### src/rtl/core/dlpg_pkg.sv
// Package with the fixed widths, the pitch reset value and the command codes of the line rasterizer.
package dlpg_pkg;

   localparam int ADDR_W      = 26;
   localparam int WORD_W      = 32;
   localparam int PITCH_W     = 13;
   localparam int COORD_W     = 16;
   localparam int CHAN_W      = 8;
   localparam logic [PITCH_W-1:0] PITCH_RESET = 13'd640;

   localparam logic CMD_START = 1'b0;
   localparam logic CMD_STEP  = 1'b1;

endpackage

### src/rtl/core/dda_line_pixel_generator.sv
// Top level of the DDA line rasterizer with its step sequencer and output register.
// A start item of a line with pixels gives its result once the bit-serial slope divider is done;
// the sequencer waits in ST_DIV until then.
// A step of an active line passes through accept, multiply and address sum before its result.
// Any other item has its result in the cycle after its accept; the next waits until it leaves.
// Synchronous active-high reset clears the sequencer, active flag and rsp_valid; pitch is 640.
module dda_line_pixel_generator
   import dlpg_pkg::*;
#(
   parameter int COORD_INT_BITS  = 12,
   parameter int COORD_FRAC_BITS = 4,
   parameter int SLOPE_FRAC_BITS = 16
) (
   input  logic               clock,
   input  logic               reset,
   input  logic               csr_write_enable,
   input  logic [PITCH_W-1:0] csr_write_data,
   input  logic               req_valid,
   output logic               req_stall,
   input  logic               req_cmd,
   input  logic [COORD_W-1:0] req_first_x,
   input  logic [COORD_W-1:0] req_first_y,
   input  logic [COORD_W-1:0] req_second_x,
   input  logic [COORD_W-1:0] req_second_y,
   input  logic [CHAN_W-1:0]  req_red,
   input  logic [CHAN_W-1:0]  req_green,
   input  logic [CHAN_W-1:0]  req_blue,
   input  logic [CHAN_W-1:0]  req_alpha,
   output logic               rsp_valid,
   input  logic               rsp_stall,
   output logic               rsp_write_valid,
   output logic [ADDR_W-1:0]  rsp_pixel_address,
   output logic [WORD_W-1:0]  rsp_pixel_word,
   output logic               rsp_last_pixel,
   output logic               rsp_line_active
);

   localparam int W     = COORD_INT_BITS + COORD_FRAC_BITS;
   localparam int CI    = COORD_INT_BITS;
   localparam int QB    = SLOPE_FRAC_BITS + 1;
   localparam int SW    = SLOPE_FRAC_BITS + 2;
   localparam int AW    = COORD_INT_BITS + SLOPE_FRAC_BITS + 3;
   localparam int MW    = AW - SLOPE_FRAC_BITS;
   localparam int AO    = ADDR_W - 2;
   localparam int SHIFT = SLOPE_FRAC_BITS - COORD_FRAC_BITS;
   localparam logic [W:0]    HALF    = (W + 1)'((1 << COORD_FRAC_BITS) >> 1);
   localparam logic [CI-1:0] PIX_MAX = {CI{1'b1}};

   localparam logic [1:0] ST_IDLE = 2'd0;
   localparam logic [1:0] ST_DIV  = 2'd1;
   localparam logic [1:0] ST_MUL  = 2'd2;
   localparam logic [1:0] ST_SUM  = 2'd3;

   logic [1:0]           state_ff, state_in;
   logic [PITCH_W-1:0]   pitch_ff;
   logic                 active_ff, active_in;
   logic                 x_is_major_ff, x_is_major_in;
   logic                 step_down_ff, step_down_in;
   logic                 slope_neg_ff, slope_neg_in;
   logic [CI-1:0]        major_current_ff, major_current_in;
   logic [CI-1:0]        major_stop_ff, major_stop_in;
   logic signed [SW-1:0] slope_ff, slope_in;
   logic signed [AW-1:0] acc_ff, acc_in;
   logic [WORD_W-1:0]    colour_ff, colour_in;
   logic [AO-1:0]        prod_ff, prod_in;
   logic [AO-1:0]        px_ff, px_in;

   logic                 rsp_valid_ff, rsp_valid_in;
   logic                 rsp_write_valid_ff, rsp_write_valid_in;
   logic [ADDR_W-1:0]    rsp_pixel_address_ff, rsp_pixel_address_in;
   logic [WORD_W-1:0]    rsp_pixel_word_ff, rsp_pixel_word_in;
   logic                 rsp_last_pixel_ff, rsp_last_pixel_in;
   logic                 rsp_line_active_ff, rsp_line_active_in;

   logic [W-1:0]         x1, y1, x2, y2;
   logic signed [W:0]    dx, dy;
   logic [W-1:0]         adx, ady, amaj, amin;
   logic                 xmaj, dmaj_neg, dmin_neg;
   logic [W-1:0]         maj1, maj2, origin;
   logic [W:0]           rnd1, rnd2;
   logic [CI-1:0]        ms, me;
   logic                 new_active;

   logic                 div_start, div_done;
   logic [QB-1:0]        quotient;
   logic [SW-1:0]        quo_ext;

   logic [AW-1:0]        acc_mag;
   logic [MW-1:0]        mag_shift;
   logic signed [MW-1:0] minor;
   logic [AO-1:0]        minor_ext, major_ext, py;
   logic signed [AW-1:0] slope_ext;
   logic [CI-1:0]        major_next;
   logic                 accept;

   assign accept    = req_valid && !req_stall;
   assign req_stall = (state_ff != ST_IDLE) || rsp_valid_ff;

   assign x1 = W'(req_first_x);
   assign y1 = W'(req_first_y);
   assign x2 = W'(req_second_x);
   assign y2 = W'(req_second_y);
   assign dx = $signed({1'b0, x2}) - $signed({1'b0, x1});
   assign dy = $signed({1'b0, y2}) - $signed({1'b0, y1});
   assign adx = dx[W] ? W'(-dx) : W'(dx);
   assign ady = dy[W] ? W'(-dy) : W'(dy);
   assign xmaj     = adx >= ady;
   assign amaj     = xmaj ? adx : ady;
   assign amin     = xmaj ? ady : adx;
   assign dmaj_neg = xmaj ? dx[W] : dy[W];
   assign dmin_neg = xmaj ? dy[W] : dx[W];
   assign maj1     = xmaj ? x1 : y1;
   assign maj2     = xmaj ? x2 : y2;
   assign origin   = xmaj ? y1 : x1;
   assign rnd1 = ({1'b0, maj1} + HALF) >> COORD_FRAC_BITS;
   assign rnd2 = ({1'b0, maj2} + HALF) >> COORD_FRAC_BITS;
   assign ms = (rnd1 > (W + 1)'(PIX_MAX)) ? PIX_MAX : rnd1[CI-1:0];
   assign me = (rnd2 > (W + 1)'(PIX_MAX)) ? PIX_MAX : rnd2[CI-1:0];
   assign new_active = (amaj != '0) && (dmaj_neg ? (ms > me) : (ms < me));

   assign div_start = accept && (req_cmd == CMD_START) && new_active;

   dlpg_divider #(
      .WIDTH    (W),
      .QUO_BITS (QB)
   ) u_divider (
      .clock    (clock),
      .reset    (reset),
      .start    (div_start),
      .dividend (amin),
      .divisor  (amaj),
      .quotient (quotient),
      .done     (div_done)
   );

   assign quo_ext   = {1'b0, quotient};
   assign acc_mag   = acc_ff[AW-1] ? AW'(-acc_ff) : AW'(acc_ff);
   assign mag_shift = MW'(acc_mag >> SLOPE_FRAC_BITS);
   assign minor     = acc_ff[AW-1] ? -$signed(mag_shift) : $signed(mag_shift);
   assign minor_ext = AO'(minor);
   assign major_ext = AO'(major_current_ff);
   assign py        = x_is_major_ff ? minor_ext : major_ext;
   assign slope_ext = AW'(slope_ff);
   assign major_next = step_down_ff ? (major_current_ff - 1'b1) : (major_current_ff + 1'b1);

   always_comb begin
      state_in             = state_ff;
      active_in            = active_ff;
      x_is_major_in        = x_is_major_ff;
      step_down_in         = step_down_ff;
      slope_neg_in         = slope_neg_ff;
      major_current_in     = major_current_ff;
      major_stop_in        = major_stop_ff;
      slope_in             = slope_ff;
      acc_in               = acc_ff;
      colour_in            = colour_ff;
      prod_in              = prod_ff;
      px_in                = px_ff;
      rsp_valid_in         = rsp_valid_ff && rsp_stall;
      rsp_write_valid_in   = rsp_write_valid_ff;
      rsp_pixel_address_in = rsp_pixel_address_ff;
      rsp_pixel_word_in    = rsp_pixel_word_ff;
      rsp_last_pixel_in    = rsp_last_pixel_ff;
      rsp_line_active_in   = rsp_line_active_ff;
      case (state_ff)
         ST_IDLE: begin
            if (accept) begin
               if (req_cmd == CMD_START) begin
                  x_is_major_in    = xmaj;
                  step_down_in     = dmaj_neg;
                  slope_neg_in     = dmin_neg != dmaj_neg;
                  major_current_in = ms;
                  major_stop_in    = me;
                  acc_in           = AW'({1'b0, origin}) <<< SHIFT;
                  colour_in        = {req_alpha, req_red, req_green, req_blue};
                  active_in        = new_active;
                  if (new_active) begin
                     state_in = ST_DIV;
                  end else begin
                     rsp_valid_in         = 1'b1;
                     rsp_write_valid_in   = 1'b0;
                     rsp_pixel_address_in = '0;
                     rsp_pixel_word_in    = '0;
                     rsp_last_pixel_in    = 1'b0;
                     rsp_line_active_in   = 1'b0;
                  end
               end else if (active_ff) begin
                  prod_in            = AO'(py * AO'(pitch_ff));
                  px_in              = x_is_major_ff ? major_ext : minor_ext;
                  acc_in             = step_down_ff ? (acc_ff - slope_ext) : (acc_ff + slope_ext);
                  major_current_in   = major_next;
                  active_in          = major_next != major_stop_ff;
                  rsp_write_valid_in = 1'b1;
                  rsp_pixel_word_in  = colour_ff;
                  rsp_last_pixel_in  = major_next == major_stop_ff;
                  rsp_line_active_in = major_next != major_stop_ff;
                  state_in           = ST_MUL;
               end else begin
                  rsp_valid_in         = 1'b1;
                  rsp_write_valid_in   = 1'b0;
                  rsp_pixel_address_in = '0;
                  rsp_pixel_word_in    = '0;
                  rsp_last_pixel_in    = 1'b0;
                  rsp_line_active_in   = 1'b0;
               end
            end
         end
         ST_DIV: begin
            if (div_done) begin
               slope_in             = slope_neg_ff ? -$signed(quo_ext) : $signed(quo_ext);
               rsp_valid_in         = 1'b1;
               rsp_write_valid_in   = 1'b0;
               rsp_pixel_address_in = '0;
               rsp_pixel_word_in    = '0;
               rsp_last_pixel_in    = 1'b0;
               rsp_line_active_in   = 1'b1;
               state_in             = ST_IDLE;
            end
         end
         ST_MUL: begin
            state_in = ST_SUM;
         end
         ST_SUM: begin
            rsp_pixel_address_in = {AO'(prod_ff + px_ff), 2'b00};
            rsp_valid_in         = 1'b1;
            state_in             = ST_IDLE;
         end
         default: begin
            state_in = ST_IDLE;
         end
      endcase
   end

   always_ff @(posedge clock) begin
      x_is_major_ff        <= x_is_major_in;
      step_down_ff         <= step_down_in;
      slope_neg_ff         <= slope_neg_in;
      major_current_ff     <= major_current_in;
      major_stop_ff        <= major_stop_in;
      slope_ff             <= slope_in;
      acc_ff               <= acc_in;
      colour_ff            <= colour_in;
      prod_ff              <= prod_in;
      px_ff                <= px_in;
      rsp_write_valid_ff   <= rsp_write_valid_in;
      rsp_pixel_address_ff <= rsp_pixel_address_in;
      rsp_pixel_word_ff    <= rsp_pixel_word_in;
      rsp_last_pixel_ff    <= rsp_last_pixel_in;
      rsp_line_active_ff   <= rsp_line_active_in;
      if (reset) begin
         state_ff     <= ST_IDLE;
         active_ff    <= 1'b0;
         rsp_valid_ff <= 1'b0;
         pitch_ff     <= PITCH_RESET;
      end else begin
         state_ff     <= state_in;
         active_ff    <= active_in;
         rsp_valid_ff <= rsp_valid_in;
         if (csr_write_enable) begin
            pitch_ff <= csr_write_data;
         end
      end
   end

   assign rsp_valid         = rsp_valid_ff;
   assign rsp_write_valid   = rsp_write_valid_ff;
   assign rsp_pixel_address = rsp_pixel_address_ff;
   assign rsp_pixel_word    = rsp_pixel_word_ff;
   assign rsp_last_pixel    = rsp_last_pixel_ff;
   assign rsp_line_active   = rsp_line_active_ff;

endmodule

### src/rtl/core/dlpg_divider.sv
// Restoring divider that produces one quotient bit per cycle.
module dlpg_divider #(
   parameter int WIDTH    = 16,
   parameter int QUO_BITS = 17
) (
   input  logic                clock,
   input  logic                reset,
   input  logic                start,
   input  logic [WIDTH-1:0]    dividend,
   input  logic [WIDTH-1:0]    divisor,
   output logic [QUO_BITS-1:0] quotient,
   output logic                done
);

   localparam int CNT_W = $clog2(QUO_BITS + 1);

   logic [WIDTH:0]      rem_ff, rem_in;
   logic [QUO_BITS-1:0] quo_ff, quo_in;
   logic [WIDTH-1:0]    div_ff, div_in;
   logic [CNT_W-1:0]    cnt_ff, cnt_in;
   logic                busy_ff, busy_in;
   logic                done_ff, done_in;
   logic                ge;
   logic [WIDTH:0]      trial;

   assign ge    = rem_ff >= {1'b0, div_ff};
   assign trial = ge ? (rem_ff - {1'b0, div_ff}) : rem_ff;

   always_comb begin
      rem_in  = rem_ff;
      quo_in  = quo_ff;
      div_in  = div_ff;
      cnt_in  = cnt_ff;
      busy_in = busy_ff;
      done_in = 1'b0;
      if (start) begin
         rem_in  = {1'b0, dividend};
         quo_in  = '0;
         div_in  = divisor;
         cnt_in  = CNT_W'(QUO_BITS);
         busy_in = 1'b1;
      end else if (busy_ff) begin
         rem_in = {trial[WIDTH-1:0], 1'b0};
         quo_in = {quo_ff[QUO_BITS-2:0], ge};
         cnt_in = cnt_ff - 1'b1;
         if (cnt_ff == CNT_W'(1)) begin
            busy_in = 1'b0;
            done_in = 1'b1;
         end
      end
   end

   always_ff @(posedge clock) begin
      rem_ff <= rem_in;
      quo_ff <= quo_in;
      div_ff <= div_in;
      cnt_ff <= cnt_in;
      if (reset) begin
         busy_ff <= 1'b0;
         done_ff <= 1'b0;
      end else begin
         busy_ff <= busy_in;
         done_ff <= done_in;
      end
   end

   assign quotient = quo_ff;
   assign done     = done_ff;

endmodule

### config.mk
export PLATFORM = sky130hd
export DESIGN_NAME = dda_line_pixel_generator
export DESIGN_NICKNAME = d
export VERILOG_FILES = /design/src/rtl/core/dlpg_pkg.sv /design/src/rtl/core/dda_line_pixel_generator.sv /design/src/rtl/core/dlpg_divider.sv
export SDC_FILE = /design/constraint.sdc
export NUM_CORES = 1
export LEC_CHECK = 0
export ABC_AREA = 1
export BUFFER_PORTS_ARGS = -buffer_cell sky130_fd_sc_hd__clkbuf_2
export CAP_MARGIN = 20
export CORE_UTILIZATION = 35
export CTS_CLUSTER_SIZE = 25
export DETAILED_ROUTE_END_ITERATION = 16
export PLACE_DENSITY = 0.49
export SYNTH_ARGS = -nofsm -noshare
export SYNTH_HDL_FRONTEND = slang
export SYNTH_HIERARCHICAL = 1
export SYNTH_SLANG_ARGS = --single-unit
### constraint.sdc
create_clock -name clock -period 18.96 [get_ports clock]
set_input_delay 1.896 -clock clock [delete_from_list [all_inputs] [get_ports clock]]
set_output_delay 1.896 -clock clock [all_outputs]
set_load 0.01 [all_outputs]
# Word level (Yosys, flattened, before mapping)
# Index checks and enable logic that the tools add are counted.
# W data, S select, Z words.
# classes
n_addsub	16
mul	1
n_div	0
order_cmp	6
n_eq_ne	14
n_shift	0
n_mux	70
bitwise	2
reduce_logical	22
# ops
cell	n
$mux W16	10
$mux W32	5
$mux W26	5
$mux W31	3
$pmux W26 S3	1
$mux W12	6
$pmux W32 S2	1
$add A16 B4 Y17 const B	2
$sub A16 B16 Y17	2
$neg A16 Y16	2
$add A31 B18 Y31	1
$neg A31 Y31	1
$sub A31 B18 Y31	1
$mux W28	1
$gt A13 B12 Y1 const B	2
$mux W1	25
$add A24 B24 Y24	1
$mul A24 B13 Y24	1
$mux W24	1
$neg A17 Y18	1
$ge A17 B16 Y1	1
$mux W17	1
$ge A16 B16 Y1	1
$reduce_bool A16 Y1	1
33 further kinds	55
# totals
ff_bits	282
latchBits	0
mem_bits_rw	0
rom_bits	0
input_bits	115
out_inout_bits	63
elab_cells	160
mem_count	0

# Longest topological paths before layout
# depth
ltp_word	15
mapped_depth	59
ltp_nobuf	59

# Modules after synthesis
# Netlist, hierarchy kept.
# modules_own_cells
module	instances	cells_per_inst	area_per_inst_um2
dda_line_pixel_generator	1	3168	24003.0
dlpg_divider	1	432	3354.5

# Worst setup path before layout
# Ideal clock, no wire load.
# synth_timing
kind	input -> register
from	in req_second_x[0]
to	reg u_divider.rem_ff[0], enable pin
setup_ps	387
arrival_ps	8694
required_ps	18573
slack_ps	9879
stages	51
path_buffers	3
cell_sequence	inv_1 > ha_1 > inv_1 > fa_1 > inv_1 > ha_1 > inv_1 > nor2_1 > nand3_1 > nor2_2 > nand4_1 > nor2_1 > nor2_1 > xor2_1 > inv_1 > ha_1 > nand2_1 > inv_1 > [15 not listed] > xor2_1 > nand2_1 > inv_1 > ha_1 > nand4_1 > a31o_2 > o2111ai_1 > o21ai_0 > nand2_1 > nand2_1 > a21oi_1 > nand2_2 > inv_1 > nand2_1 > inv_1 > nor2_1 > clkinv_1 > buf_1
# synth_between
elab_chain_len	13
elab_cells_between_ends	21
# synth_lines
item	line_no	source
start, declared	dda_line_pixel_generator.sv:23	input logic [COORD_W-1:0] req_second_x,
$sub A16 B16 Y17	dda_line_pixel_generator.sv:103	assign dx = $signed({1'b0, x2}) - $signed({1'b0, x1});
$neg A16 Y16	dda_line_pixel_generator.sv:105	assign adx = dx[W] ? W'(-dx) : W'(dx);
$mux W16	dda_line_pixel_generator.sv:105	
$ge A16 B16 Y1	dda_line_pixel_generator.sv:107	assign xmaj = adx >= ady;
$mux W16 (*)	dda_line_pixel_generator.sv:113	assign maj2 = xmaj ? x2 : y2;
$add A16 B4 Y17 (*)	dda_line_pixel_generator.sv:116	assign rnd2 = ({1'b0, maj2} + HALF) >> COORD_FRAC_BITS;
$gt A13 B12 Y1	dda_line_pixel_generator.sv:118	assign me = (rnd2 > (W + 1)'(PIX_MAX)) ? PIX_MAX : rnd2[CI-1:0];
$mux W12 (*)	dda_line_pixel_generator.sv:118	
net me[11]	dda_line_pixel_generator.sv:81	logic [CI-1:0] ms, me;
$lt A12 B12 Y1 or $gt A12 B12 Y1 (tied branches)	dda_line_pixel_generator.sv:119	assign new_active = (amaj != '0) && (dmaj_neg ? (ms > me) : (ms < me));
$mux W1 (*)	dda_line_pixel_generator.sv:119	
$logic_and A1 B1 Y1 (*)	dda_line_pixel_generator.sv:119	
$logic_and A1 B1 Y1 (*)	dda_line_pixel_generator.sv:121	assign div_start = accept && (req_cmd == CMD_START) && new_active;
net div_start	dda_line_pixel_generator.sv:84	logic div_start, div_done;
$reduce_bool A2 Y1 (no source line) (*)	-	
end signal, assigned	dlpg_divider.sv:54	rem_ff <= rem_in;
end, declared	dlpg_divider.sv:17	logic [WIDTH:0] rem_ff, rem_in;
# The timed path passes the listed nets; every way through them passes the cells marked *.
# A chain may end at the register's enable or synchronous reset.

# Worst setup path in the final report
# layout_timing
from	in req_first_x[0]
to	reg u_divider.rem_ff[1], enable pin
# layout_between
elab_chain_len	13
elab_cells_between_ends	21
# layout_lines
item	line_no	source
start, declared	dda_line_pixel_generator.sv:21	input logic [COORD_W-1:0] req_first_x,
$sub A16 B16 Y17 (*)	dda_line_pixel_generator.sv:103	
$neg A16 Y16	dda_line_pixel_generator.sv:105	
$mux W16 (*)	dda_line_pixel_generator.sv:105	
$ge A16 B16 Y1 (*)	dda_line_pixel_generator.sv:107	
$mux W16 (*)	dda_line_pixel_generator.sv:113	
$add A16 B4 Y17 (*)	dda_line_pixel_generator.sv:116	
$gt A13 B12 Y1	dda_line_pixel_generator.sv:118	
$mux W12 (*)	dda_line_pixel_generator.sv:118	
net me[11]	dda_line_pixel_generator.sv:81	
$lt A12 B12 Y1 or $gt A12 B12 Y1 (tied branches)	dda_line_pixel_generator.sv:119	
$mux W1 (*)	dda_line_pixel_generator.sv:119	
$logic_and A1 B1 Y1 (*)	dda_line_pixel_generator.sv:119	
$logic_and A1 B1 Y1 (*)	dda_line_pixel_generator.sv:121	
net div_start	dda_line_pixel_generator.sv:84	
$reduce_bool A2 Y1 (no source line) (*)	-	
# Marks and branches as above.

==> metrics.cfg <==
[global_routing]
grt_pass1_wl_mm = 129
grt_max_degree = 88
globalRouteOverflowTotal = 0
grt_usage = 0.209
first_global_vias = 23200
antenna_found_initial = 1

[finish]
syn_to_final_growth_pct = 11.6
layout.nets = 4227
multi_input_area_um2 = 16500
final_cell_mix = 894 x nand2_1, 643 x inv_1, 306 x nor2_1
regArea_um2 = 7990
n_fill_cell = 8213
final_common_cell = nand2_1
num_antenna_cells = 0
drive_above_1_share = 0.0955

[min_path]
hold_path_class = flop to flop
hold_path_end = u_divider/cnt_ff[2]
worstHoldStart = u_divider/cnt_ff[2]
whs_path_depth = 1

[logic_synthesis]
ys.flop_type = edfxtp_1
synth_top_area_frac = 0.261
yosysTopAreaCell = edfxtp_1
synth_cells = 3600
synth_edf_count = 238
syn_avg_cell_area_um2 = 7.60
synth.distinct_cells = 60
synth-seq-area-share = 0.292
ys_ff_latch = 280
synth_area_leaders = edfxtp_1 26%, nand2_1 12%, fa_1 12%
yosysWarningCount = 6
synthArstFlopShare = 0
netlist_area_um2 = 27400

[critical_path]
reg2reg_slack_ns = 9.86
worst_setup_path_end_kind = flop
worstPathRequired_ns = 19.22
cp_max_fo = 87
regToRegStartpoint = acc_ff[15]
crit_buf_inv = 15
path_class = input port to flop
crit_family = simple AND/OR/NAND/NOR gates
cpPeakStageDelay_ns = 0.65
r2r-end = prod_ff[23]
slowest_stage = buf_4
start_kind = input port
r2r_cells = 36
path_common_cell = inv_1
crit_arrival_ns = 10.46

[route]
vias_per_cell = 4.84
drt_iter0_drc = 1301
totalWireLength_mm = 82.0
drc = 0
ant_nets = 0
vias = 23300
wl_per_cell_um = 17.0
drtPass1Iterations = 7

[clock_network]
cts_tree = yes
post_cts_buffers = 0
clock_sinks = 280
clk_pin_slew_ns = 0.06
cts-root-buf = clkbuf_16
cts_inserted_buffers = 37
cts_hold_buf = 0
htree_levels = 2
cts_resized = 0
clk_latency_ns = 0.56
clockBufferDepth = 3

[floorplan]
io_pins = 178
die_width_um = 282
die_h_um = 282
dieArea_um2 = 79300
rows = 102
start_util = 0.354
core-area_um2 = 77300

[placement]
dp_hpwl_mm = 67.3
port_buffers = 175
gp_congestion = 0.919

[timing]
finalHoldViolations = 0
slew_headroom = 0.295
fin_crit_ns = 10.20
period_share = 0.538
setup-tns-final_ns = 0
clock_skew_ns = 0.0189
setup_viol = 0
drv_slew = 0
rsz0062_at_grt = false
hold_ws_ns = 0.475
fmaxAchievable_mhz = 98.1
worstMarginPinSlew_ns = 1.05

[job]
maxCapViolations = 0

[run_status]
status = finished, final reports clean

## synthesized netlist by cell type, types with 9 or more instances
cell type and number:
a21o_1 9, a21oi_1 198, a31oi_1 10, buf_2 13
clkbuf_1 42, dfxtp_1 42, edfxtp_1 238, fa_1 164
ha_1 193, inv_1 643, inv_2 18, nand2_1 894
nand2_2 24, nand3_1 147, nand3_2 11, nand3b_1 32
nand4_1 52, nor2_1 311, nor2_2 18, nor3_1 26
nor4_1 13, o21a_1 21, o21ai_0 176, o21ai_1 39
o21ai_2 9, o21bai_1 10, o22ai_1 23, or2_2 12
xnor2_1 49, xor2_1 81
## per-stage QoR
step | setup slack [ns] | cells | instance area, um^2 | util
after floorplan | 9.88 | 3601 | 27400 | -
after global placement | 8.00 | 4754 | 29300 | 0.379
after global routing | 7.90 | 4821 | 30500 | 0.395
after CTS | 8.82 | 4821 | 30500 | 0.395
final | 8.76 | 4821 | 30500 | 0.395
after detailed placement | 8.23 | 4756 | 29400 | 0.380
## worst max-delay path by stage
stage / from / to / slack [ns] / cells after the start
finish: req_first_x[0] / u_divider/rem_ff[1] / 8.76 / 52
global route: req_second_x[0] / u_divider/rem_ff[1] / 7.90 / 53
CTS: req_first_x[0] / u_divider/rem_ff[1] / 8.82 / 51
detailed placement: req_first_x[0] / u_divider/rem_ff[9] / 8.23 / 51
global placement: req_second_x[0] / u_divider/rem_ff[10] / 8.00 / 48
floorplan: req_second_x[0] / u_divider/rem_ff[0] / 9.88 / 51
## cell type report
class | instances | area share
Clock inverter | 12 | 0.00434
Tap cell | 1040 | 0.0426
Inverter | 670 | 0.0825
Sequential cell | 280 | 0.262
Multi-Input combinational cell | 2574 | 0.540
Clock buffer | 53 | 0.0344
Timing Repair Buffer | 192 | 0.0342
## flip-flops by register name, indices dropped and copies added, names as in the netlist, 15 cells and up
name	flops
acc_ff	31
colour_ff	32
prod_ff	24
px_ff	15
rsp_pixel_address	24
rsp_pixel_word	32
slope_ff	18
u_divider/div_ff	16
u_divider/quotient	17
u_divider/rem_ff	17
## kinds of logic after synthesis
group,Yosys count,synth area share
muxes,1,0.000366
xor gates and xnor gates,131,0.0422
adders and majority gates,357,0.208
buffers and inverters,747,0.106
DFF,280,0.292
and+or+nand+nor,1562,0.245
AOI/OAI and AO/OA,521,0.106
other,1,0.000137
## metal layers
layer,GRT usage,part of all wire,vias to the layer above
li1,-,-,11800
met1,0.265,0.44,10900
met2,0.378,0.50,476
met3,0.0195,0.034,88
met4,0.0517,0.021,0
met5,0,0,-
Power is not shown: default switching activity piles up to over one toggle a cycle in this logic, so the estimate is an artifact.
